File: src/sv/gcne_ram.sv
`default_nettype none
module gcne_ram #(
   parameter int WIDTH = 8,
   parameter int DEPTH = 16
) (
   input  wire logic                             clock,
   input  wire logic                             wr_en,
   input  wire logic [$clog2(DEPTH > 1 ? DEPTH : 2)-1:0] wr_addr,
   input  wire logic [WIDTH-1:0]                 wr_data,
   input  wire logic                             rd_en,
   input  wire logic [$clog2(DEPTH > 1 ? DEPTH : 2)-1:0] rd_addr,
   output logic [WIDTH-1:0]                      rd_data
);
   logic [WIDTH-1:0] mem [DEPTH];

   always_ff @(posedge clock) begin
      if (wr_en) begin
         mem[wr_addr] <= wr_data;
      end
      if (rd_en) begin
         rd_data <= mem[rd_addr];
      end
   end
endmodule
`default_nettype wire

File: config.mk
export PLATFORM = sky130hd
export DESIGN_NAME = gcne_ram
export DESIGN_NICKNAME = d
export VERILOG_FILES = /design/src/sv/gcne_ram.sv
export SDC_FILE = /design/constraint.sdc
export NUM_CORES = 1
export LEC_CHECK = 0
export BUFFER_PORTS_ARGS = -buffer_cell sky130_fd_sc_hd__buf_2
export CAP_MARGIN = 20
export CORE_MARGIN = 10
export CORE_UTILIZATION = 54
export CTS_CLUSTER_SIZE = 8
export DETAILED_ROUTE_END_ITERATION = 7
export GPL_ROUTABILITY_DRIVEN = 1
export PLACE_DENSITY = 0.84
export SETUP_SLACK_MARGIN = 0.3
export SLEW_MARGIN = 20
export SYNTH_ARGS = -nofsm -noshare
export SYNTH_HDL_FRONTEND = slang
export SYNTH_SLANG_ARGS = --single-unit
export TNS_END_PERCENT = 1
File: constraint.sdc
create_clock -name clock -period 2 [get_ports clock]
set_clock_uncertainty 0.1 [all_clocks]
set_input_delay 0.3 -clock clock [delete_from_list [all_inputs] [get_ports clock]]
set_output_delay 0.3 -clock clock [all_outputs]
set_load 0.05 [all_outputs]
==> results.md <==
* Die Y-Extent at 118 µm
* RSZ-0062 raised after global routing: false
* Final net count at 304
* I/O pins at 27
* Place WS at 0.0172 ns
* Layout cells sized above 1 at 0.329
* Max-cap violations at 0
* Register area at 4080 µm²
* Clk buf depth at 2
* Combinational share of power at 0.051
* Max-slew headroom at 0.755
* CTS Hold Bufs at 0
* Synth unique cells at 18
* Maximum clock rate at 607 MHz
* P_int at 5.37 mW
* Core Box Area at 9330 µm²
* Root Buffer: clkbuf_8
* Final Cycle Share at 0.824
* Drt drc at 0
* Critical path required time at 2.15 ns
* Grt met3 use at 0.0433
* Crit path DAT at 1.80 ns
* CTS resizes at 0
* Antenna cells at 0
* Wirelength per Cell at 24.3 µm
* Status: complete, no violations
* Met2 Track Usage GR at 0.251
* Post-Synthesis Cell Area at 5230 µm²
* PD cells at 1080 nW/µm²
* # fillers at 562
* Area of the multi-input gates at 1060 µm²
* Initial antenna violation count at 0
* HP Class: in -> reg
* Most Crowded Layer GR: met2
* Setup TNS at 0 ns
* Syn nets at 248
* Sequential power share at 0.479
* Synthesis-to-finish area growth at 19.5%
* Worst skew pair latency at 0.51 ns
* Largest net degree at the start of global routing at 33
* Synth warnings at 0
* GR Layer Usage met1 at 0.195
* Leakage power figure at 2.13 nW
* Initial DRC Count at 277
* Post-layout minimum cycle time at 1.65 ns
* Starting Density at 0.560
* Setup WS post-layout at 0.353 ns
* Pins over their slew limit at 0
* Via Count at 2,553
* Port-buffer cells at 26
* Switch share at 0.204
* Worst Setup End Kind: flop
* Clock Sink Count at 136
* Drt pass-1 iters at 5
* Final setup violation count at 0
* DIE AREA at 14,000 µm²
* Row cnt at 35
* Seq/Total Area, Yosys at 0.781
* #FFs+latches synth at 136
* Worst hold slack at 0.0749 ns
* Max IR drop VDD at 0.670 mV
* CTS buffer count at 17
* Final GP Congestion at 0.729
* Final hold violation count at 0
* Synthesized instance count at 229
* Worst setup SP type: flop
* Global route overflow at 0
* DIE WIDTH at 118 µm
* Clock Power Share at 0.470
* Via/cell ratio at 5.98
* Post-CTS Setup Bufs at 0
* GR Util All Layers at 0.154
* Total wire length at 10.4 mm
* Post-DP HPWL at 6.25 mm
* Worst-margin pin slew at 0.368 ns
* Worst-path clk slew at 0.06 ns
* Syn_area_per_cell at 22.8 µm²
* Max Fanout on Critical Path at 1
* Routed Antenna Nets at 0
* CTS tree: built
* CTS H-tree lvls at 4
* Switching power total at 1.38 mW
* Reg2reg setup slack at 0.35 ns
* Via count of the first global-routing pass at 2,693
* Global-route wire length before repair at 16.1 mm
* Setup CP Type: reg -> reg
## worst max-delay path, stage by stage (launching register included)
cell and delay (ns):
edfxtp_1 0.39, mux4_1 0.55, a22oi_1 0.28, nand2_1 0.08
## power by group through the flow
| stage | clock network (mW) | logic (mW) | registers, mW |
|---|---|---|---|
| after floorplan | 0 | 0.162 | 3.33 |
| after global placement | 0 | 0.332 | 3.29 |
| after detailed placement | 0 | 0.344 | 3.29 |
| after CTS | 3.21 | 0.348 | 3.23 |
| after global routing | 3.33 | 0.370 | 3.24 |
| final | 3.18 | 0.344 | 3.23 |
## state kept, by name, indices dropped and copies added (netlist names)
| name | flops |
|---|---|
| rd_data | 8 |
| mem | 128 |
## cell usage after synthesis
library cell       n  area, µm²
edfxtp_1         136       4080
nor2b_1            1       6.26
buf_4              1       7.51
buf_6              3       33.8
nand2_1            9       33.8
nand3b_1           2       15.0
a22oi_1           16        120
buf_2              3       15.0
nor3_1             4       20.0
nor2_1            13       48.8
or3b_2             1       8.76
nand3_1            1       5.00
nand2b_1           2       12.5
and2_1             1       6.26
mux4_2            18        405
mux4_1            14        368
clkdlybuf4s25_2    3       30.0
and2b_1            1       7.51
## worst paths after layout
path                       startpoint                   end  cells after the start
setup / recovery  mem[9][1]$_DFFE_PP_  rd_data[1]$_DFFE_PP_                      3
hold reg to reg   mem[5][1]$_DFFE_PP_  rd_data[1]$_DFFE_PP_                      3
setup reg to reg  mem[9][1]$_DFFE_PP_  rd_data[1]$_DFFE_PP_                      3
hold / removal                  rd_en  rd_data[7]$_DFFE_PP_                      1
## layout make-up
class,instances,area share
well taps,129,0.0258
clock inverters,15,0.0320
repair buffers,47,0.0521
flip-flops and latches,136,0.654
clock buffers,17,0.0663
multi-input cells,83,0.170
## logic make-up (layout without fill, tap and decap cells)
family / after synthesis / in the layout / share of synthesized area
AND/OR/NAND/NOR: 35 / 35 / 0.0314
buffers and inverters: 10 / 79 / 0.0165
flip-flops: 136 / 136 / 0.781
AO/OA/AOI/OAI: 16 / 16 / 0.0230
multiplexers: 32 / 32 / 0.148
## cells in the final DEF (no fill, tap or decap)
cell type	count
clkinv_4	2
bufinv_16	4
buf_4	18
and2_1	1
clkinv_2	2
nor3_2	1
mux4_2	18
buf_2	26
buf_12	3
and2b_1	1
nand2_1	9
clkbuf_16	16
mux4_1	14
clkbuf_8	1
nor3_1	3
nor2_1	13
edfxtp_1	136
clkinv_1	1
nand2b_1	2
a22oi_1	16
inv_6	3
nor2b_1	1
nand3b_1	2
or3b_2	1
clkinvlp_4	3
nand3_1	1
## layer usage
| layer | share of wire | wire length (µm) |
|---|---|---|
| met5 | 0 | 0 |
| met2 | 0.52 | 5370 |
| met1 | 0.41 | 4260 |
| met3 | 0.061 | 634 |
| met4 | 0.010 | 104 |
## through the flow
step	util	total power, mW	instance area, µm²	cells
after floorplan	-	3.49	5230	229
after global placement	0.604	3.62	5630	395
after detailed placement	0.604	3.63	5630	395
after CTS	0.670	6.79	6250	427
after global routing	0.670	6.93	6250	427
final	0.670	6.75	6250	427
Power figures use the tool's default switching activity.
