===== src/sv/gcne_pkg.sv =====
`default_nettype none
package gcne_pkg;

   localparam int CHANNELS      = 16;
   localparam int UPDATE_PERIOD = 64;
   localparam int DEADBAND_LSB  = 3;

   localparam int CH_W     = 4;
   localparam int SLOTS    = 1 << CH_W;
   localparam int PHASE_W  = (UPDATE_PERIOD > 1) ? $clog2(UPDATE_PERIOD) : 1;

   localparam logic [CH_W-1:0] CHAN_LAST = CH_W'(SLOTS - 1);

   localparam logic signed [19:0] GATE_ON_Q  = 20'sd16384;
   localparam logic signed [19:0] GATE_OFF_Q = 20'sd1638;
   localparam logic [14:0] FULL_Q     = 15'd16384;
   localparam logic [18:0] DUR_MIN_Q  = 19'd16;
   localparam logic [18:0] DUR_MAX_Q  = 19'd491520;
   localparam logic [13:0] BEND_MAX   = 14'd12288;
   localparam logic [19:0] RECIP      = 20'd838861;

   localparam logic [1:0] EV_ON     = 2'd0;
   localparam logic [1:0] EV_OFF    = 2'd1;
   localparam logic [1:0] EV_UPDATE = 2'd2;

   localparam logic [1:0] LN_BEND   = 2'd0;
   localparam logic [1:0] LN_PRESS  = 2'd1;
   localparam logic [1:0] LN_TIMBRE = 2'd2;

   localparam logic [2:0] CSR_ENDS_AT_GATE     = 3'd0;
   localparam logic [2:0] CSR_BEND_RANGE       = 3'd1;
   localparam logic [2:0] CSR_LEVEL_DEFAULT    = 3'd2;
   localparam logic [2:0] CSR_PAN_DEFAULT      = 3'd3;
   localparam logic [2:0] CSR_DURATION_DEFAULT = 3'd4;
   localparam logic [2:0] CSR_SAMPLE_RATE      = 3'd5;
   localparam logic [2:0] CSR_JACKS            = 3'd6;

   localparam int JACK_LEVEL    = 0;
   localparam int JACK_DURATION = 1;
   localparam int JACK_PAN      = 2;
   localparam int JACK_PRESSURE = 3;
   localparam int JACK_TIMBRE   = 4;

   // event bits in delivery order
   localparam int EVB_OFF_OLD  = 0;
   localparam int EVB_ON       = 1;
   localparam int EVB_OFF_NEW  = 2;
   localparam int EVB_BEND     = 3;
   localparam int EVB_PRESSURE = 4;
   localparam int EVB_TIMBRE   = 5;

   typedef struct packed {
      logic                note_on;
      logic                gate_up;
      logic [31:0]         handle;
      logic signed [19:0]  held_pitch;
      logic [23:0]         age;
      logic [23:0]         length;
      logic signed [20:0]  bend_sent;
      logic [14:0]         pressure_sent;
      logic [14:0]         timbre_sent;
      logic                ever_sent;
   } chan_state_type;

   typedef struct packed {
      logic [CH_W-1:0]     channel;
      logic                active;
      logic signed [19:0]  gate;
      logic signed [19:0]  pitch;
      logic signed [19:0]  level;
      logic signed [19:0]  duration;
      logic signed [19:0]  pan;
      logic signed [19:0]  pressure;
      logic signed [19:0]  timbre;
   } item_type;

   typedef struct packed {
      logic [14:0]         level;
      logic [18:0]         duration;
      logic signed [15:0]  pan;
      logic [23:0]         length;
      logic [14:0]         pressure;
      logic [14:0]         timbre;
   } conv_type;

   typedef struct packed {
      logic                ends_at_gate;
      logic [13:0]         bend_range;
      logic [14:0]         level_default;
      logic signed [15:0]  pan_default;
      logic [18:0]         duration_default;
      logic [17:0]         sample_rate;
      logic [4:0]          jacks;
   } cfg_type;

   typedef struct packed {
      logic [5:0]          mask;
      logic [31:0]         handle_old;
      logic [31:0]         handle_new;
      logic signed [19:0]  pitch;
      logic [14:0]         level;
      logic [18:0]         duration;
      logic signed [15:0]  pan;
      logic [13:0]         bend_range;
      logic signed [20:0]  bend_value;
      logic [14:0]         pressure;
      logic [14:0]         timbre;
   } bundle_type;

   typedef struct packed {
      logic write;
      logic rise;
   } upd_ctl_type;

   // volts / 10 rounded, clamped to 0..1.0
   function automatic logic [14:0] tenth_frac(input logic signed [19:0] v);
      logic [19:0] x;
      logic [39:0] p;
      logic [16:0] q;
      x = v + 20'd5;
      p = 40'(x) * 40'(RECIP);
      q = p[39:23];
      if (v <= 20'sd0) begin
         return '0;
      end else if (q > 17'(FULL_Q)) begin
         return FULL_Q;
      end
      return q[14:0];
   endfunction

   // volts / 5 rounded away from zero on ties, clamped to +-1.0
   function automatic logic signed [15:0] fifth_signed(input logic signed [19:0] v);
      logic signed [20:0] vs;
      logic [20:0] m;
      logic [20:0] x;
      logic [40:0] p;
      logic [18:0] q;
      logic [14:0] c;
      vs = 21'(v);
      m  = v[19] ? 21'(-vs) : vs;
      x  = m + 21'd2;
      p  = 41'(x) * 41'(RECIP);
      q  = p[40:22];
      c  = (q > 19'(FULL_Q)) ? FULL_Q : q[14:0];
      return v[19] ? 16'(-$signed({1'b0, c})) : $signed({1'b0, c});
   endfunction

   function automatic logic moved(input logic signed [21:0] a, input logic signed [21:0] b);
      logic signed [21:0] d;
      d = a - b;
      return (d > $signed(22'(DEADBAND_LSB))) || (d < -$signed(22'(DEADBAND_LSB)));
   endfunction

endpackage
`default_nettype wire


===== src/sv/gcne_emit.sv =====
`default_nettype none
module gcne_emit (
   input  wire logic                 clock,
   input  wire logic                 reset,
   input  wire logic                 load,
   input  wire gcne_pkg::bundle_type bundle,
   output logic                      ready,
   input  wire logic                 rsp_stall,
   output logic                      rsp_valid,
   output logic [1:0]                rsp_event_kind,
   output logic [31:0]               rsp_note_handle,
   output logic [1:0]                rsp_lane,
   output logic signed [20:0]        rsp_update_value,
   output logic signed [19:0]        rsp_note_pitch,
   output logic [14:0]               rsp_note_level,
   output logic [18:0]               rsp_note_duration,
   output logic signed [15:0]        rsp_note_pan,
   output logic [13:0]               rsp_note_bend_range,
   output logic                      rsp_last
);
   logic                 busy_ff;
   gcne_pkg::bundle_type hold_ff;
   logic                 out_free;
   logic                 fire;
   logic [5:0]           sel;
   logic [5:0]           rem;
   logic [1:0]           kind_in;
   logic [31:0]          handle_in;
   logic [1:0]           lane_in;
   logic signed [20:0]   value_in;
   logic                 is_on;

   assign out_free = !rsp_valid || !rsp_stall;
   assign fire     = busy_ff && out_free;
   assign sel      = hold_ff.mask & (~hold_ff.mask + 6'd1);
   assign rem      = hold_ff.mask & ~sel;
   assign ready    = !busy_ff || (fire && (rem == '0));
   assign is_on    = sel[gcne_pkg::EVB_ON];

   // pick the fields of the lowest pending event
   always_comb begin
      handle_in = hold_ff.handle_new;
      lane_in   = '0;
      value_in  = '0;
      priority if (sel[gcne_pkg::EVB_OFF_OLD]) begin
         kind_in   = gcne_pkg::EV_OFF;
         handle_in = hold_ff.handle_old;
      end else if (sel[gcne_pkg::EVB_ON]) begin
         kind_in = gcne_pkg::EV_ON;
      end else if (sel[gcne_pkg::EVB_OFF_NEW]) begin
         kind_in = gcne_pkg::EV_OFF;
      end else if (sel[gcne_pkg::EVB_BEND]) begin
         kind_in  = gcne_pkg::EV_UPDATE;
         lane_in  = gcne_pkg::LN_BEND;
         value_in = hold_ff.bend_value;
      end else if (sel[gcne_pkg::EVB_PRESSURE]) begin
         kind_in  = gcne_pkg::EV_UPDATE;
         lane_in  = gcne_pkg::LN_PRESS;
         value_in = $signed(21'(hold_ff.pressure));
      end else begin
         kind_in  = gcne_pkg::EV_UPDATE;
         lane_in  = gcne_pkg::LN_TIMBRE;
         value_in = $signed(21'(hold_ff.timbre));
      end
   end

   always_ff @(posedge clock) begin
      if (reset) begin
         busy_ff   <= 1'b0;
         rsp_valid <= 1'b0;
      end else begin
         if (fire) begin
            rsp_valid           <= 1'b1;
            rsp_last            <= (rem == '0);
            rsp_event_kind      <= kind_in;
            rsp_note_handle     <= handle_in;
            rsp_lane            <= lane_in;
            rsp_update_value    <= value_in;
            rsp_note_pitch      <= is_on ? hold_ff.pitch : '0;
            rsp_note_level      <= is_on ? hold_ff.level : '0;
            rsp_note_duration   <= is_on ? hold_ff.duration : '0;
            rsp_note_pan        <= is_on ? hold_ff.pan : '0;
            rsp_note_bend_range <= is_on ? hold_ff.bend_range : '0;
         end else if (out_free) begin
            rsp_valid <= 1'b0;
         end
         if (load) begin
            busy_ff <= 1'b1;
            hold_ff <= bundle;
         end else if (fire) begin
            hold_ff.mask <= rem;
            if (rem == '0) begin
               busy_ff <= 1'b0;
            end
         end
      end
   end

   a_busy_has_events: assert property (@(posedge clock) disable iff (reset)
      busy_ff |-> (hold_ff.mask != '0))
      else $error("event holder busy with no events left");

   a_off_fields_zero: assert property (@(posedge clock) disable iff (reset)
      (rsp_valid && (rsp_event_kind == gcne_pkg::EV_OFF)) |->
      (rsp_note_pitch == '0 && rsp_update_value == '0 && rsp_note_duration == '0))
      else $error("note-off carries payload");

   a_hold_while_stalled: assert property (@(posedge clock) disable iff (reset)
      (rsp_valid && rsp_stall) |=>
      (rsp_valid && $stable(rsp_event_kind) && $stable(rsp_note_handle) &&
       $stable(rsp_update_value) && $stable(rsp_last)))
      else $error("stalled result changed");
endmodule
`default_nettype wire


===== config.mk =====
export PLATFORM = sky130hd
export DESIGN_NAME = gcne_emit
export DESIGN_NICKNAME = d
export VERILOG_FILES = /design/src/sv/gcne_pkg.sv /design/src/sv/gcne_emit.sv
export SDC_FILE = /design/constraint.sdc
export NUM_CORES = 1
export LEC_CHECK = 0
export ABC_AREA = 1
export BUFFER_PORTS_ARGS = -buffer_cell sky130_fd_sc_hd__buf_2
export CAP_MARGIN = 20
export CORE_MARGIN = 1.5
export CORE_UTILIZATION = 52
export CTS_CLUSTER_DIAMETER = 80
export CTS_CLUSTER_SIZE = 28
export DETAILED_ROUTE_END_ITERATION = 8
export GPL_ROUTABILITY_DRIVEN = 0
export PLACE_DENSITY = 0.8
export SYNTH_ARGS = -nofsm -noshare
export SYNTH_HDL_FRONTEND = slang
export SYNTH_SLANG_ARGS = --single-unit

===== constraint.sdc =====
create_clock -name clock -period 15.5 [get_ports clock]
set_input_delay 1.55 -clock clock [delete_from_list [all_inputs] [get_ports clock]]
set_output_delay 1.55 -clock clock [all_outputs]
set_load 0.05 [all_outputs]

==> results of run 1 <==
cell families (layout without fill, tap and decap cells):
| family | Yosys count | in the layout |
|---|---|---|
| other | 0 | 9 |
| AND/OR/NAND/NOR | 263 | 263 |
| buffers and inverters | 138 | 496 |
| AO/OA/AOI/OAI | 24 | 24 |
| flip-flops | 349 | 349 |
state kept, by name (all words and copies together) (netlist names):
signal               flops
busy_ff                  1
rsp_lane                 2
hold_ff                205
rsp_update_value        21
rsp_note_pan            16
rsp_note_level          15
rsp_note_handle         32
rsp_note_duration       19
rsp_note_pitch          20
rsp_valid                1
rsp_last                 1
rsp_event_kind           2
rsp_note_bend_range     14
stage by stage:
| stage | total power, W | cells | instance area (µm²) |
|---|---|---|---|
| 2_1_floorplan | 0.001303 | 774 | 12420 |
| 3_3_place_gp | 0.001356 | 1426 | 14500 |
| 3_5_place_dp | 0.001363 | 1426 | 14500 |
| 4_1_cts | 0.001820 | 1451 | 14960 |
| 5_1_grt | 0.001870 | 1460 | 14980 |
| 6_report | 0.001806 | 1460 | 14980 |
worst max path at each step:
stage,start,end,cells after the start
finish,rsp_stall,ready,5
global route,rsp_stall,ready,5
CTS,rsp_stall,ready,5
detailed placement,rsp_stall,rsp_note_pitch[3],6
global placement,rsp_stall,rsp_note_pitch[0],6
floorplan,load,hold_ff[199],4
worst max-delay path, cell delays in order:
cell	delay (ps)
buf_2	100
nand2_1	110
nand4_1	140
nand2_1	80
buf_2	250
per-layer routing:
layer  routed length [µm]  vias up  global-route usage
met4                  731        0             0.07817
met3                 1514       49             0.03689
met1                 8895     3127              0.2225
li1                     -     3313                   -
met5                    0        -                   0
met2                12350      262              0.3252
layout by cell type, fill, tap and decap left out:
cell,count
a21oi_1,2
and3_1,1
buf_12,1
buf_2,352
buf_4,3
clkbuf_1,4
clkbuf_16,17
clkinv_1,2
clkinv_2,1
clkinv_8,1
dfxtp_1,2
diode_2,9
edfxtp_1,347
inv_1,104
inv_2,10
inv_6,1
nand2_1,143
nand2_4,3
nand2_8,1
nand3_1,7
nand3_2,10
nand4_1,1
nor2_1,92
nor2_4,3
nor2_8,2
o211ai_2,15
o21ai_0,7
report_power, final:
part	switching [W]	leakage [nW]	total, W	internal [W]
combinational	0.000159	2.85	0.000210	0.0000516
clock	0.000264	0.226	0.000468	0.000204
sequential	0.0000174	3.24	0.00113	0.00111
cell type report:
type,instances,area (µm²)
flip-flops and latches,349,10460
clock buffers,21,440.4
clock inverters,4,21.27
repair buffers,356,1804
inverters,115,444.2
well taps,319,399.1
diodes,9,22.52
fillers,1741,8491
multi-input cells,287,1390
==> summary.md, run 1 <==
| Metric | Value |
|---|---|
| Clock-pin slew on the worst setup and hold paths | `about 100 ps` |
| Worst-margin pin slew | `around 1100 ps` |
| Synth Area in Compound Gates | `0.01874` |
| EDFF count, synth | `between 300 and 400` |
| Hold_sp | `busy_ff` |
| # IOs | `~350` |
| Peak fanout along the critical path | `3` |
| Core area | `23470 µm²` |
| Hold Buf Count CTS | `0` |
| 1st-iter DRT viols | `approximately 500` |
| Worst Hold End | `rsp_valid` |
| Flop-to-flop setup slack | `about 13000 ps` |
| Syn_nets | `983` |
| Final Setup Violations | `0` |
| Main combinational cell family by area after synthesis | `simple AND/OR/NAND/NOR gates` |
| Residual DRC count | `0` |
| Primary FF master, synth | `edfxtp_1` |
| Routed vias/inst | `4.624` |
| # Max-Cap Violations | `0` |
| Area Overhead vs Synth | `20.67%` |
| CP Launch Type | `input pin` |
| Die H | `157.5 µm` |
| Port Buffers | `between 300 and 400` |
| YS warnings | `0` |
| Root Driver | `clkbuf_16` |
| Die W | `roughly 160 µm` |
| Worst Path Required | `13950 ps` |
| WL final | `~23000 µm` |
| Post-layout util | `0.6383` |
| Hold Path Cell Cnt | `2` |
| Worst slack, placed | `around 11000 ps` |
| Post-synth cell types | `23` |
| Lkg Pwr | `6.316 nW` |
| Synth top cells by count | `edfxtp_1, nand2_1, inv_1, nor2_1, o211ai_2` |
| Clk buf depth | `3` |
| Worst Path Arrival | `~2200 ps` |
| Largest net degree at the start of global routing | `201` |
| Rows | `56` |
| DRT Pass-1 Iters | `5` |
| GRT Total Usage | `0.1848` |
| Period utilization | `0.2437` |
| Post-synthesis adder-cell area fraction | `0` |
| Number of global-route vias before repair | `between 6000 and 7000` |
| Post-Syn Area | `12420 µm²` |
| Syn Area/Cell | `about 16 µm²` |
| Post-route minimum period | `between 3000 and 4000 ps` |
| CTS buffer count | `16` |
| Worst clock skew | `~14 ps` |
| First-pass GRT wire length | `about 34000 µm` |
| Rel. slew slack | `0.2609` |
| Synthesized flop and latch total | `roughly 350` |
| Setup TNS | `0 ps` |
| Post-synth ARST share | `0` |
| Initial antenna violation count | `9` |
| # resized after CTS | `0` |
| Maximum vdd drop | `~0.096 mV` |
| Max Fclk | `about 260 MHz` |
| Initial Utilization | `0.5289` |
| Post-DRT Antenna Nets | `0` |
| CTS tree | `yes` |
| Average routed wire per standard cell | `approximately 16 µm` |
| Fin nets | `1334` |
| RSZ-0062 raised after global routing | `false` |
| Cell Pwr Density | `120.5 nW/µm²` |
| Post-CTS setup buffers | `0` |
| Final hold vios | `0` |
| Post-synthesis sequential area ratio | `0.8425` |
| CP Capture Type | `output pin` |
| Run status | `completed` |
| Area leader, netlist | `edfxtp_1` |
| Final HPWL DP | `between 15000 and 20000 µm` |
| Share of layout cells above drive strength 1 | `0.3710` |
| Worst-Skew Late Latency | `510 ps` |
| R2R depth | `5` |
| Htree depth | `1` |
| GRT overflow | `0` |
| Reg-to-reg startpoint | `rsp_valid` |
| DR vias | `6751` |
| Reg-to-Reg End | `rsp_note_duration[7]` |
| Multiplexer share of the synthesized area | `0` |
| Synth Area in Simple Gates | `0.09140` |
| Crit Path Class | `input pin to output pin` |
| Hold slack final | `just over 500 ps` |
| Synth Area in XOR/XNOR | `0` |
| Gate Count Post-Synth | `about 770` |
| Hold Path Class | `flip-flop to flip-flop` |
| Clock Sinks | `between 300 and 400` |
| Top cells by area, synth | `edfxtp_1, nand2_1, inv_1, nor2_1, o211ai_2` |
| Top-count cell post-synth | `edfxtp_1` |
| Number of slew-limit violations in the final report | `0` |
| Final WS setup | `11720 ps` |
| Share of the synthesized area in the top cell type | `0.8393` |
| Die area | `approximately 25000 µm²` |
No activity file was read; power rests on OpenSTA's default activity.
==> inputs of run 2 (changes only) <==
- clock period: 15.5 -> 3.8 ns (I/O delays scaled with it)
==> run 2 against run 1 <==
Power increased to 4.1 times the previous value. Highest routed layer is now met5. Critical path depth increased by 2. Sequential power grew to 4.1 times the previous value. Worst setup slack worse by 11000 ps. Register-to-register slack got worse by 11000 ps. Sequential share of layout area is 0.12 points lower. Hold slack worse by 480 ps. Die area stayed put. Clock skew is 9.7 ps higher. Final cell count fell by 0.41%. Combinational power grew to 4.1 times the previous value. Global-route usage is 0.12 points lower.
==> summary.md, run 2 (synthesized netlist as in run 1, its figures left out) <==
| Metric | Value |
|---|---|
| Post-layout util | `0.6394 (was 0.6383)` |
| Run status | `completed (unchanged)` |
| Clock-pin slew on the worst setup and hold paths | `110 ps (was 100 ps)` |
| Initial antenna violation count | `5 (was 9)` |
| Hold Path Class | `input pin to flip-flop (was flip-flop to flip-flop)` |
| Worst slack, placed | `1530 ps (was 11460 ps)` |
| CP Launch Type | `flip-flop (was input pin)` |
| Final HPWL DP | `16090 µm (was 16130 µm)` |
| Largest net degree at the start of global routing | `143 (was 201)` |
| Fin cells | `1454 (was 1460)` |
| Post-route minimum period | `between 2000 and 3000 ps` |
| Setup TNS | `0 ps (unchanged)` |
| CTS buffer count | `16 (unchanged)` |
| GRT Total Usage | `0.1836 (was 0.1848)` |
| GRT overflow | `0 (unchanged)` |
| Rel. slew slack | `0.3521 (was 0.2609)` |
| Residual DRC count | `0 (unchanged)` |
| Core area | `23470 µm² (unchanged)` |
| Hold Buf Count CTS | `0 (unchanged)` |
| Fin nets | `1334 (unchanged)` |
| # Max-Cap Violations | `0 (unchanged)` |
| Worst Path Arrival | `2360 ps (was 2230 ps)` |
| Max Fclk | `365.5 MHz` |
| Top Registers | `hold_ff x205, rsp_note_handle x32, rsp_update_value x21 (unchanged)` |
| Final hold vios | `0 (unchanged)` |
| Root Driver | `clkbuf_16 (unchanged)` |
| Worst clock skew | `24.15 ps (was 14.43 ps)` |
| CTS tree | `yes (unchanged)` |
| Period utilization | `0.7200` |
| Post-DRT Antenna Nets | `0 (unchanged)` |
| DR vias | `6892 (was 6751)` |
| Rows | `56 (unchanged)` |
| 1st-iter DRT viols | `485 (was 502)` |
| Final Setup Violations | `0 (unchanged)` |
| Total power | `0.007435 W (was 0.001806 W)` |
| Area Overhead vs Synth | `20.88% (was 20.67%)` |
| Worst-margin pin slew | `971.9 ps (was 1109 ps)` |
| Crit Path Class | `flip-flop to output pin (was input pin to output pin)` |
| Initial Utilization | `0.5289 (unchanged)` |
| Number of global-route vias before repair | `6589 (was 6587)` |
| Die area | `24810 µm² (unchanged)` |
| Clock Sinks | `349 (unchanged)` |
| FILL cells | `1701 (was 1741)` |
| Die H | `157.5 µm (unchanged)` |
| Most common cell after layout, fill and taps aside | `buf_2 (unchanged)` |
| Routed vias/inst | `4.740 (was 4.624)` |
| Max FFs per register | `205 (unchanged)` |
| Inst Count DP | `1426 (unchanged)` |
| Largest Register | `hold_ff (unchanged)` |
| Lkg Pwr | `6.324 nW (was 6.316 nW)` |
| Maximum vdd drop | `0.4602 mV (was 0.09615 mV)` |
| Most frequent cells in the layout | `buf_2, edfxtp_1, nand2_1 (unchanged)` |
| Post-CTS setup buffers | `0 (unchanged)` |
| Number of slew-limit violations in the final report | `0 (unchanged)` |
| Htree depth | `1 (unchanged)` |
| Peak fanout along the critical path | `29 (was 3)` |
| # IOs | `353 (unchanged)` |
| Die W | `157.5 µm (unchanged)` |
| First-pass GRT wire length | `34270 µm (was 34410 µm)` |
| CP Capture Type | `output pin (unchanged)` |
| Cell Pwr Density | `495.4 nW/µm² (was 120.5 nW/µm²)` |
| # resized after CTS | `0 (unchanged)` |
| RSZ-0062 raised after global routing | `false (unchanged)` |
| Average routed wire per standard cell | `16.19 µm (was 16.09 µm)` |
| Worst-Skew Late Latency | `510 ps (about the same)` |
| Port Buffers | `352 (unchanged)` |
| Final WS setup | `1064 ps (was 11720 ps)` |
| DRT Pass-1 Iters | `7 (was 5)` |
| Clk buf depth | `3 (unchanged)` |
| Share of layout cells above drive strength 1 | `0.3748 (was 0.3710)` |
| WL final | `23530 µm (was 23490 µm)` |
| Worst Path Required | `3420 ps (was 13950 ps)` |
[run 2: cell types whose count changed in the layout (fill, tap and decap cells not counted), sizes merged]
| cell | before | now |
|---|---|---|
| clkinv | 4 | 2 |
| inv | 115 | 114 |
| bufinv | 0 | 1 |
| clkbuf | 21 | 17 |
[run 2: cell type report]
| cell class | instances | area (µm²) | share of cell area |
|---|---|---|---|
| Clock buffer | 17 | 425.4 | 0.02835 |
| Tap cell | 319 | 399.1 | 0.02659 |
| Timing Repair Buffer | 356 | 1817 | 0.1211 |
| Antenna cell | 9 | 22.52 | 0.001501 |
| Inverter | 115 | 444.2 | 0.02960 |
| Clock inverter | 2 | 46.29 | 0.003085 |
| Multi-Input combinational cell | 287 | 1394 | 0.09287 |
| Sequential cell | 349 | 10460 | 0.6970 |
[run 2: power by group]
group          leakage, nW  switching (W)  internal [W]
logic                 2.86       0.000643      0.000213
registers             3.24      0.0000741       0.00453
clock network        0.231        0.00109      0.000884
total                 6.32        0.00181       0.00563
[run 2: final timing paths]
path                startpoint                      end  slack, ps  cells after the start
setup / recovery  hold_ff[199]                    ready       1060                      7
setup reg to reg  hold_ff[199]  rsp_note_bend_range[11]       1530                      3
hold / removal      bundle[36]              hold_ff[36]         40                      1
hold reg to reg        busy_ff                rsp_valid        500                      2
[run 2: metrics by stage]
step                      instance area [µm²]  hold slack [ps]
after floorplan                         12430            449.1
after global placement                  14510            485.4
after detailed placement                14510            494.8
after CTS                               14990            12.96
after global routing                    14990            8.737
final                                   15010            35.91
[run 2: critical path, cell delays in order, from the launching register on]
cell and delay (ps):
edfxtp_1 570, buf_4 320, o21ai_0 260, nand2_1 80, nor2_1 170, nand4_1 130, nand2_1 80, buf_2 260
[run 2: routing by layer]
| metal | wire length (µm) | GRT usage | vias up |
|---|---|---|---|
| li1 | - | - | 3320 |
| met1 | 8751 | 0.2169 | 3269 |
| met2 | 12610 | 0.3285 | 257 |
| met3 | 1551 | 0.03717 | 42 |
| met4 | 594 | 0.07457 | 4 |
| met5 | 31 | 0 | - |
