$ cat src/sv/gcne_pkg.sv
`default_nettype none
package gcne_pkg;

   localparam int CHANNELS      = 16;
   localparam int UPDATE_PERIOD = 64;
   localparam int DEADBAND_LSB  = 3;

   localparam int CH_W     = 4;
   localparam int SLOTS    = 1 << CH_W;
   localparam int PHASE_W  = (UPDATE_PERIOD > 1) ? $clog2(UPDATE_PERIOD) : 1;

   localparam logic [CH_W-1:0] CHAN_LAST = CH_W'(SLOTS - 1);

   localparam logic signed [19:0] GATE_ON_Q  = 20'sd16384;
   localparam logic signed [19:0] GATE_OFF_Q = 20'sd1638;
   localparam logic [14:0] FULL_Q     = 15'd16384;
   localparam logic [18:0] DUR_MIN_Q  = 19'd16;
   localparam logic [18:0] DUR_MAX_Q  = 19'd491520;
   localparam logic [13:0] BEND_MAX   = 14'd12288;
   localparam logic [19:0] RECIP      = 20'd838861;

   localparam logic [1:0] EV_ON     = 2'd0;
   localparam logic [1:0] EV_OFF    = 2'd1;
   localparam logic [1:0] EV_UPDATE = 2'd2;

   localparam logic [1:0] LN_BEND   = 2'd0;
   localparam logic [1:0] LN_PRESS  = 2'd1;
   localparam logic [1:0] LN_TIMBRE = 2'd2;

   localparam logic [2:0] CSR_ENDS_AT_GATE     = 3'd0;
   localparam logic [2:0] CSR_BEND_RANGE       = 3'd1;
   localparam logic [2:0] CSR_LEVEL_DEFAULT    = 3'd2;
   localparam logic [2:0] CSR_PAN_DEFAULT      = 3'd3;
   localparam logic [2:0] CSR_DURATION_DEFAULT = 3'd4;
   localparam logic [2:0] CSR_SAMPLE_RATE      = 3'd5;
   localparam logic [2:0] CSR_JACKS            = 3'd6;

   localparam int JACK_LEVEL    = 0;
   localparam int JACK_DURATION = 1;
   localparam int JACK_PAN      = 2;
   localparam int JACK_PRESSURE = 3;
   localparam int JACK_TIMBRE   = 4;

   // event bits in delivery order
   localparam int EVB_OFF_OLD  = 0;
   localparam int EVB_ON       = 1;
   localparam int EVB_OFF_NEW  = 2;
   localparam int EVB_BEND     = 3;
   localparam int EVB_PRESSURE = 4;
   localparam int EVB_TIMBRE   = 5;

   typedef struct packed {
      logic                note_on;
      logic                gate_up;
      logic [31:0]         handle;
      logic signed [19:0]  held_pitch;
      logic [23:0]         age;
      logic [23:0]         length;
      logic signed [20:0]  bend_sent;
      logic [14:0]         pressure_sent;
      logic [14:0]         timbre_sent;
      logic                ever_sent;
   } chan_state_type;

   typedef struct packed {
      logic [CH_W-1:0]     channel;
      logic                active;
      logic signed [19:0]  gate;
      logic signed [19:0]  pitch;
      logic signed [19:0]  level;
      logic signed [19:0]  duration;
      logic signed [19:0]  pan;
      logic signed [19:0]  pressure;
      logic signed [19:0]  timbre;
   } item_type;

   typedef struct packed {
      logic [14:0]         level;
      logic [18:0]         duration;
      logic signed [15:0]  pan;
      logic [23:0]         length;
      logic [14:0]         pressure;
      logic [14:0]         timbre;
   } conv_type;

   typedef struct packed {
      logic                ends_at_gate;
      logic [13:0]         bend_range;
      logic [14:0]         level_default;
      logic signed [15:0]  pan_default;
      logic [18:0]         duration_default;
      logic [17:0]         sample_rate;
      logic [4:0]          jacks;
   } cfg_type;

   typedef struct packed {
      logic [5:0]          mask;
      logic [31:0]         handle_old;
      logic [31:0]         handle_new;
      logic signed [19:0]  pitch;
      logic [14:0]         level;
      logic [18:0]         duration;
      logic signed [15:0]  pan;
      logic [13:0]         bend_range;
      logic signed [20:0]  bend_value;
      logic [14:0]         pressure;
      logic [14:0]         timbre;
   } bundle_type;

   typedef struct packed {
      logic write;
      logic rise;
   } upd_ctl_type;

   // volts / 10 rounded, clamped to 0..1.0
   function automatic logic [14:0] tenth_frac(input logic signed [19:0] v);
      logic [19:0] x;
      logic [39:0] p;
      logic [16:0] q;
      x = v + 20'd5;
      p = 40'(x) * 40'(RECIP);
      q = p[39:23];
      if (v <= 20'sd0) begin
         return '0;
      end else if (q > 17'(FULL_Q)) begin
         return FULL_Q;
      end
      return q[14:0];
   endfunction

   // volts / 5 rounded away from zero on ties, clamped to +-1.0
   function automatic logic signed [15:0] fifth_signed(input logic signed [19:0] v);
      logic signed [20:0] vs;
      logic [20:0] m;
      logic [20:0] x;
      logic [40:0] p;
      logic [18:0] q;
      logic [14:0] c;
      vs = 21'(v);
      m  = v[19] ? 21'(-vs) : vs;
      x  = m + 21'd2;
      p  = 41'(x) * 41'(RECIP);
      q  = p[40:22];
      c  = (q > 19'(FULL_Q)) ? FULL_Q : q[14:0];
      return v[19] ? 16'(-$signed({1'b0, c})) : $signed({1'b0, c});
   endfunction

   function automatic logic moved(input logic signed [21:0] a, input logic signed [21:0] b);
      logic signed [21:0] d;
      d = a - b;
      return (d > $signed(22'(DEADBAND_LSB))) || (d < -$signed(22'(DEADBAND_LSB)));
   endfunction

endpackage
`default_nettype wire

$ cat src/sv/gcne_update.sv
`default_nettype none
module gcne_update (
   input  wire gcne_pkg::chan_state_type st,
   input  wire gcne_pkg::item_type       item,
   input  wire gcne_pkg::conv_type       conv,
   input  wire gcne_pkg::cfg_type        cfg,
   input  wire logic                     update,
   input  wire logic [31:0]              next_handle,
   output gcne_pkg::chan_state_type      st_new,
   output gcne_pkg::bundle_type          bundle,
   output gcne_pkg::upd_ctl_type         ctl
);
   logic in_use;
   logic gate_new;
   logic rise;
   logic on1;
   logic off_new;
   logic upd;
   logic signed [20:0] dv;
   logic ev_bend;
   logic ev_press;
   logic ev_timbre;
   gcne_pkg::chan_state_type s1;

   always_comb begin
      in_use   = {1'b0, item.channel} < 5'(gcne_pkg::CHANNELS);
      gate_new = st.gate_up ? !(item.gate < gcne_pkg::GATE_OFF_Q)
                            : (item.gate >= gcne_pkg::GATE_ON_Q);
      rise     = item.active && !st.gate_up && gate_new;

      s1 = st;
      if (rise) begin
         s1.handle     = next_handle;
         s1.held_pitch = item.pitch;
         s1.note_on    = 1'b1;
         s1.age        = '0;
         s1.length     = conv.length;
         s1.bend_sent  = '0;
         s1.ever_sent  = 1'b0;
      end
      on1     = s1.note_on;
      s1.age  = on1 ? s1.age + 24'd1 : s1.age;
      off_new = item.active && on1 &&
                ((!gate_new && cfg.ends_at_gate) || (s1.age >= s1.length));
      s1.note_on = on1 && !off_new;
      s1.gate_up = gate_new;

      upd = item.active && s1.note_on && update;
      dv  = 21'(item.pitch) - 21'(s1.held_pitch);
      ev_bend   = upd && (!s1.ever_sent || gcne_pkg::moved(22'(dv), 22'(s1.bend_sent)));
      ev_press  = upd && cfg.jacks[gcne_pkg::JACK_PRESSURE] &&
                  (!s1.ever_sent ||
                   gcne_pkg::moved($signed(22'(conv.pressure)), $signed(22'(s1.pressure_sent))));
      ev_timbre = upd && cfg.jacks[gcne_pkg::JACK_TIMBRE] &&
                  (!s1.ever_sent ||
                   gcne_pkg::moved($signed(22'(conv.timbre)), $signed(22'(s1.timbre_sent))));
      if (ev_bend) begin
         s1.bend_sent = dv;
      end
      if (ev_press) begin
         s1.pressure_sent = conv.pressure;
      end
      if (ev_timbre) begin
         s1.timbre_sent = conv.timbre;
      end
      if (upd) begin
         s1.ever_sent = 1'b1;
      end

      // inactive channel: drop the note and the gate, keep the rest
      if (!item.active) begin
         s1 = st;
         s1.note_on = 1'b0;
         s1.gate_up = 1'b0;
      end
      st_new = s1;

      bundle.mask = '0;
      bundle.mask[gcne_pkg::EVB_OFF_OLD]  = in_use && st.note_on && (!item.active || rise);
      bundle.mask[gcne_pkg::EVB_ON]       = in_use && rise;
      bundle.mask[gcne_pkg::EVB_OFF_NEW]  = in_use && off_new;
      bundle.mask[gcne_pkg::EVB_BEND]     = in_use && ev_bend;
      bundle.mask[gcne_pkg::EVB_PRESSURE] = in_use && ev_press;
      bundle.mask[gcne_pkg::EVB_TIMBRE]   = in_use && ev_timbre;
      bundle.handle_old = st.handle;
      bundle.handle_new = s1.handle;
      bundle.pitch      = item.pitch;
      bundle.level      = conv.level;
      bundle.duration   = conv.duration;
      bundle.pan        = conv.pan;
      bundle.bend_range = cfg.bend_range;
      bundle.bend_value = dv;
      bundle.pressure   = conv.pressure;
      bundle.timbre     = conv.timbre;

      ctl.write = in_use;
      ctl.rise  = in_use && rise;
   end
endmodule
`default_nettype wire

$ cat config.mk
export PLATFORM = sky130hd
export DESIGN_NAME = gcne_update
export DESIGN_NICKNAME = d
export VERILOG_FILES = /design/src/sv/gcne_pkg.sv /design/src/sv/gcne_update.sv
export SDC_FILE = /design/constraint.sdc
export NUM_CORES = 1
export LEC_CHECK = 0
export ABC_AREA = 0
export BUFFER_PORTS_ARGS = -buffer_cell sky130_fd_sc_hd__buf_2
export CAP_MARGIN = 25
export CORE_AREA = 8 8 340 342
export DETAILED_ROUTE_END_ITERATION = 8
export DIE_AREA = 0 0 348 350
export PLACE_DENSITY = 0.3
export SLEW_MARGIN = 0
export SYNTH_ARGS = -nofsm -noshare
export SYNTH_HDL_FRONTEND = slang
export SYNTH_SLANG_ARGS = --single-unit
$ cat constraint.sdc
create_clock -name vclk -period 26.3
set_clock_uncertainty 0.1 [all_clocks]
set_input_delay 1.315 -clock vclk [all_inputs]
set_output_delay 1.315 -clock vclk [all_outputs]
set_load 0.03 [all_outputs]
==> results.yml, run 1 <==
global_routing:
  gr-total-overflow: 0
  grt_pass1_vias: 11141
  antenna_found_initial: 27
  grt_pass1_wl_um: 87600
  grt_usage_pct: 9.93
  grt_max_degree: 99
placement:
  numPortBuffers: 580
  dp_cells: 3246
  gp_congestion: 0.807
  hpwl_um: 60100
hold_path:
  hold_path_depth: 0
  hp-class: "input port to output pin"
  worstHoldStart: "conv[97]"
  hold_end: "bundle[108]"
critical_path:
  path_common_cell: "nand2_1"
  crit_path_end_kind: "output pin"
  path_delay_family: "simple AND/OR/NAND/NOR gates"
  cp.required_ps: 24890
  crit_fanout: 44
  cp-start-kind: "input port"
  arrival_ps: 11250
  cp_slowest_stage_delay_ps: 580
  critical_path_class: "input port to output pin"
  slowest_stage: "a2111oi_1"
  critPathBufInv: 8
synthesis:
  netlist.top_cell.by_area: "buf_4"
  seq_area_frac_synth_pct: 0
  synth_top_area_share_pct: 15.6
  synth_area_leaders: "buf_4 16%, ha_1 13%, nand2_1 12%"
  netlist_instances: 1391
  ys_warn_count: 0
  synth_area_um2: 8950
  synth_cell_types: 86
  syn_nets: 2011
  avgSynthCellArea_um2: 6.44
drt:
  drtPass1Iterations: 5
  via_per_inst: 3.33
  drc: 0
  antenna_left: 0
  wl_per_cell_um: 20.1
  drt_iter0_drc: 466
  postRouteWirelength_um: 65300
  vias: 10831
cells_and_area:
  area_growth_syn_to_layout_pct: 37.9
  final_nets: 2380
  fin_cells: 3255
  fillCellCount: 12993
  register_area_um2: 0
  nClkBuffers: 0
  seq_cell_count: 0
  multiInputGateArea_um2: 6900
  drive_gt1_share_pct: 37.9
cts:
  cts_resized: 0
  cts_setup_buffers: 0
  hold_buffers: 0
floorplan:
  die_w_um: 348
  initial_utilization_pct: 8.13
  die_y_um: 350
  rows: 122
  placeableCoreArea_um2: 110000
  io_pins: 885
  die-area_um2: 122000
timing:
  fin_crit_ps: 12660
  drv_slew: 0
  setup_viol: 0
  whs_ps: 2530
  tightest_slew_ps: 1040
  tns_ps: 0
  rsz0062_at_grt: "no"
  finalCritPeriodShare_pct: 48.1
  hold_viol_final: 0
  max_slew_margin_pct: 30.1
  max_freq_mhz: 79.0
run_status:
  status: "finished clean"
job:
  cap_violations: 0
[layer usage]
layer | global-route usage, % | share of wire, % | up-vias
met4 | 1.42 | 1.8 | 18
met1 | 12.2 | 43 | 4938
met3 | 2.84 | 7.9 | 69
met5 | 0 | 0.15 | -
li1 | - | - | 5328
met2 | 17.5 | 47 | 478
[stage by stage]
step | utilization (%) | setup slack [ps] | area (um^2)
finish | 11.2 | 13640 | 12300
global route | 11.2 | 12650 | 12300
CTS | 11.2 | 13270 | 12300
detailed placement | 11.2 | 13310 | 12300
global placement | 11.2 | 12980 | 12300
floorplan | - | 15310 | 8950
[how the worst max path moves through the flow]
stage,to,slack (ps),depth (start not counted),from
5_1_grt,st_new[48],12650,34,item[140]
4_1_cts,st_new[48],13270,34,item[140]
6_report,st_new[49],13640,34,item[140]
3_5_place_dp,st_new[48],13310,34,item[140]
3_3_place_gp,st_new[48],12980,33,item[140]
2_1_floorplan,st_new[32],15310,35,item[139]
[placed cells by master (no fill, tap or decap), types with 8 or more instances in the layout]
| cell type | n |
|---|---|
| buf_2 | 580 |
| o21bai_1 | 8 |
| and3_1 | 8 |
| mux2_1 | 10 |
| xor2_1 | 28 |
| o21ai_0 | 51 |
| ha_1 | 92 |
| nand3_1 | 25 |
| nand4_1 | 14 |
| o31ai_1 | 8 |
| mux2_2 | 47 |
| buf_4 | 9 |
| nor3_1 | 14 |
| a21o_1 | 30 |
| nor2_1 | 73 |
| nor2b_1 | 15 |
| a21oi_1 | 59 |
| nand2_1 | 287 |
| a31oi_1 | 11 |
| inv_1 | 139 |
| or3_1 | 12 |
| and2_1 | 19 |
| nor4_1 | 11 |
| nand2b_1 | 16 |
| diode_2 | 9 |
| xnor2_1 | 44 |
| o21a_1 | 10 |
| a211oi_1 | 8 |
[synthesized netlist by cell type (all sizes together) (12+ instances only)]
| cell | n |
|---|---|
| nand2 | 287 |
| clkbuf | 32 |
| xnor2 | 44 |
| a31oi | 12 |
| inv | 140 |
| ha | 92 |
| nand2b | 16 |
| mux2 | 57 |
| nor2 | 74 |
| nor4 | 12 |
| nand4 | 14 |
| o21ai | 51 |
| or3 | 12 |
| nor2b | 15 |
| nor3 | 15 |
| a21o | 31 |
| nand3 | 26 |
| a21oi | 59 |
| xor2 | 29 |
| and2 | 19 |
| buf | 193 |
[cell type report]
class / count / area share (%)
multi-input cells: 1026 / 55.9
repair buffers: 592 / 24.5
well taps: 1488 / 15.1
inverters: 140 / 4.28
diodes: 9 / 0.182
[logic make-up (layout without fill, tap and decap cells)]
family	Yosys count	in the layout	share of synthesized area (%)
xor+xnor	74	74	7.48
buf+inv	365	732	23.2
simple gates	526	526	27.0
mux	62	62	7.73
fa+ha+maj	97	97	13.9
other cells	1	10	0.0419
compound gates	266	266	20.6
==> run 2, diff against run 1 <==
--- a/config.mk
+++ b/config.mk
@@ -11,7 +11,7 @@
 export CORE_AREA = 8 8 340 342
 export DETAILED_ROUTE_END_ITERATION = 8
 export DIE_AREA = 0 0 348 350
-export PLACE_DENSITY = 0.3
+export PLACE_DENSITY = 0.31
 export SLEW_MARGIN = 0
 export SYNTH_ARGS = -nofsm -noshare
 export SYNTH_HDL_FRONTEND = slang
==> constraint.sdc (replaced) <==
create_clock -name vclk -period 10.36
set_clock_uncertainty 0.1 [all_clocks]
set_input_delay 0.518 -clock vclk [all_inputs]
set_output_delay 0.518 -clock vclk [all_outputs]
set_load 0.03 [all_outputs]
==> results.yml, run 2 (same netlist as run 1, synthesis figures left out) <==
power:
  pwr-share-clk_pct: 0
  combPwrFrac_pct: 100.0
  switching_share_pct: 67.5
  p_leak_nw: 6.25
  powerDensity_nw_per_um2: 92.7
  switchingPower_w: 0.000773
  p_seq_share_pct: 0
  ir_drop_uv: 24.5
  cell_internal_pwr_w: 0.000372
floorplan:
  io_pins: 885
  die_y_um: 350
  die_w_um: 348
  placeableCoreArea_um2: 110000
  initial_utilization_pct: 8.13
  die-area_um2: 122000
  rows: 122
timing:
  tns_ps: 0
  finalCritPeriodShare_pct: 90.8
  max_freq_mhz: 106
  setup_viol: 0
  max_slew_margin_pct: 38.3
  tightest_slew_ps: 920
  fin_crit_ps: 9410
  drv_slew: 0
  rsz0062_at_grt: "no"
  whs_ps: 936
  hold_viol_final: 0
placement:
  hpwl_um: 60200
  gp_congestion: 0.849
  placed_area_um2: 12400
  numPortBuffers: 580
hold_path:
  worstHoldStart: "conv[79]"
  hp-class: "input port to output pin"
  hold_end: "bundle[90]"
  hold_path_depth: 0
cts:
  cts_setup_buffers: 0
  hold_buffers: 0
  cts_resized: 0
critical_path:
  crit_path_end_kind: "output pin"
  cp-start-kind: "input port"
  slowest_stage: "or4_1"
  path_common_cell: "a21oi_1"
  cp.required_ps: 9740
  crit_fanout: 22
  arrival_ps: 8790
  critical_path_class: "input port to output pin"
  cp_slowest_stage_delay_ps: 640
cells_and_area:
  fin_area_um2: 12400
  final_nets: 2387
  nClkBuffers: 0
  fin_util_pct: 11.2
  drive_gt1_share_pct: 38.1
  final_cell_mix: "580 x buf_2, 287 x nand2_1, 139 x inv_1, 92 x ha_1, 73 x nor2_1"
  area_growth_syn_to_layout_pct: 38.0
  layout_commonest_cell: "buf_2"
  register_area_um2: 0
  seq_cell_count: 0
drt:
  wl_per_cell_um: 20.1
  route.met2.wl_um: 30900
  drc: 0
  antenna_left: 0
  drt_iter0_drc: 496
  routedLengthMet1_um: 27700
  wl_met3_um: 6240
  via_per_inst: 3.31
  topRoutingLayerUsed: "met5"
  drtPass1Iterations: 4
  vias: 10772
  postRouteWirelength_um: 65500
global_routing:
  grt_max_degree: 86
  grt_usage_pct: 9.99
  grt_pass1_wl_um: 88400
  antenna_found_initial: 26
  gr-total-overflow: 0
  grt_pass1_vias: 11170
job:
  cap_violations: 0
run_status:
  status: "finished clean"
## run 2: cell count changes in the layout (fill, tap and decap cells not counted), sizes merged
cell / delta
buf: +7
diode: -7
## run 2: layout make-up
type,instances,area [um^2]
fillers,13033,97700
diodes,2,5.00
repair buffers,599,3070
well taps,1488,1860
inverters,140,528
multi-input cells,1026,6890
## run 2: critical path: cells and delay by family
kind            cells  cell delay, ps
xor+xnor            1             210
simple gates        7            2200
mux                 1             360
fa+ha+maj           2             520
compound gates     15            4170
buf+inv             5             780
## run 2: stage by stage
step | power [W] | setup WS [ps] | std cells
after floorplan | 0.000813 | 961 | 1391
after CTS | 0.00117 | 926 | 3253
after global placement | 0.00117 | 957 | 3253
after detailed placement | 0.00116 | 964 | 3253
after global routing | 0.00126 | 215 | 3253
final | 0.00115 | 952 | 3255
## run 2: worst max path at each step
| stage | start | end | slack (ps) | cells after the start |
|---|---|---|---|---|
| floorplan | item[139] | st_new[32] | 960 | 35 |
| CTS | item[139] | st_new[40] | 930 | 32 |
| global placement | item[139] | st_new[42] | 960 | 32 |
| detailed placement | item[139] | st_new[39] | 960 | 31 |
| global route | item[139] | st_new[40] | 220 | 32 |
| finish | item[139] | st_new[39] | 950 | 31 |
## run 2: per-layer routing
layer | global-route usage (%) | vias up
met5 | 0 | -
met4 | 0.751 | 18
met3 | 3.75 | 64
met2 | 17.5 | 465
met1 | 12.1 | 4892
li1 | - | 5333
## run 2: power groups by stage
stage	clock (W)	combinational (W)	sequential [W]
after global placement	0	0.00117	0
after floorplan	0	0.000813	0
after detailed placement	0	0.00116	0
after global routing	0	0.00126	0
after CTS	0	0.00117	0
final	0.0000000000260	0.00115	0
Note: power is estimated with default switching activity, not from simulation.
==> run 3, diff against run 2 <==
--- a/config.mk
+++ b/config.mk
@@ -12,6 +12,7 @@
 export DETAILED_ROUTE_END_ITERATION = 8
 export DIE_AREA = 0 0 348 350
 export PLACE_DENSITY = 0.31
+export RECOVER_POWER = 25
 export SLEW_MARGIN = 0
 export SYNTH_ARGS = -nofsm -noshare
 export SYNTH_HDL_FRONTEND = slang
==> results.yml, run 3 (same netlist as run 1, synthesis figures left out) <==
cells_and_area:
  final_cell_mix: "554 x buf_2, 287 x nand2_1, 139 x inv_1, 92 x ha_1, 73 x nor2_1"
  area_growth_syn_to_layout_pct: 37.7
  final_nets: 2387
  layout_commonest_cell: "buf_2"
  fin_area_um2: 12300
  seq_cell_count: 0
  nClkBuffers: 0
  register_area_um2: 0
  drive_gt1_share_pct: 36.7
drt:
  route.met2.wl_um: 30900
  postRouteWirelength_um: 65500
  topRoutingLayerUsed: "met5"
  drc: 0
  wl_per_cell_um: 20.1
  drt_iter0_drc: 490
  vias: 10786
  wl_met3_um: 6280
  antenna_left: 0
  via_per_inst: 3.31
  routedLengthMet1_um: 27600
  drtPass1Iterations: 4
floorplan:
  rows: 122
  die_y_um: 350
  placeableCoreArea_um2: 110000
  io_pins: 885
  die-area_um2: 122000
  initial_utilization_pct: 8.13
  die_w_um: 348
critical_path:
  critical_path_class: "input port to output pin"
  crit_fanout: 22
  cp-start-kind: "input port"
  cp_slowest_stage_delay_ps: 660
  cp.required_ps: 9740
  arrival_ps: 8810
  slowest_stage: "a2111oi_1"
  crit_path_end_kind: "output pin"
  path_common_cell: "a21oi_1"
global_routing:
  antenna_found_initial: 26
  grt_pass1_vias: 11170
  grt_pass1_wl_um: 88400
  grt_max_degree: 86
  grt_usage_pct: 9.99
  gr-total-overflow: 0
placement:
  numPortBuffers: 580
  gp_congestion: 0.849
  hpwl_um: 60200
  placed_area_um2: 12400
job:
  cap_violations: 0
timing:
  tns_ps: 0
  drv_slew: 0
  setup_viol: 0
  max_freq_mhz: 106
  fin_crit_ps: 9430
  hold_viol_final: 0
  rsz0062_at_grt: "no"
  finalCritPeriodShare_pct: 91.0
  max_slew_margin_pct: 38.3
  tightest_slew_ps: 920
power:
  powerDensity_nw_per_um2: 92.8
  pwr-share-clk_pct: 0
  cell_internal_pwr_w: 0.000371
  switching_share_pct: 67.6
  combPwrFrac_pct: 100.0
  ir_drop_uv: 24.5
  p_seq_share_pct: 0
  p_leak_nw: 6.18
  switchingPower_w: 0.000773
cts:
  cts_resized: 0
  hold_buffers: 0
  cts_setup_buffers: 0
hold_path:
  hp-class: "input port to output pin"
run_status:
  status: "finished clean"
run 3: changes by cell type in the layout (fill, tap and decap cells not counted):
cell,delta
buf_2,-26
clkbuf_1,+26
run 3: worst max-delay path, delay by kind of cell:
kind | cells | cell delay (ps)
compound gates | 15 | 4180
xor+xnor | 1 | 210
fa+ha+maj | 2 | 520
buf+inv | 5 | 780
mux | 1 | 360
simple gates | 7 | 2200
run 3: through the flow:
stage	util, %	setup slack [ps]	hold WS, ps	total power (W)	cells
CTS	11.2	926	936	0.00117	3253
global route	11.2	215	936	0.00126	3253
finish	11.2	932	936	0.00114	3255
detailed placement	11.2	964	936	0.00116	3253
global placement	11.2	957	936	0.00117	3253
floorplan	-	961	1070	0.000813	1391
run 3: power by group through the flow:
stage	Clock [W]	Combinational (W)	Sequential (W)
final	0.0000000000260	0.00114	0
after global routing	0	0.00126	0
after CTS	0	0.00117	0
after detailed placement	0	0.00116	0
after global placement	0	0.00117	0
after floorplan	0	0.000813	0
run 3: cell type report:
cell class,count,area [um^2]
well taps,1488,1860
diodes,2,5.00
fillers,13051,97700
multi-input cells,1026,6890
repair buffers,599,3040
inverters,140,528
run 3: path summary, 6_finish.rpt:
check,start,depth (start not counted),end
setup / recovery,item[139],31,st_new[39]
hold / removal,conv[79],0,bundle[90]
run 3: layer usage:
layer	GRT usage [%]	vias to the layer above
li1	-	5331
met3	3.75	64
met1	12.1	4905
met5	0	-
met2	17.5	468
met4	0.751	18
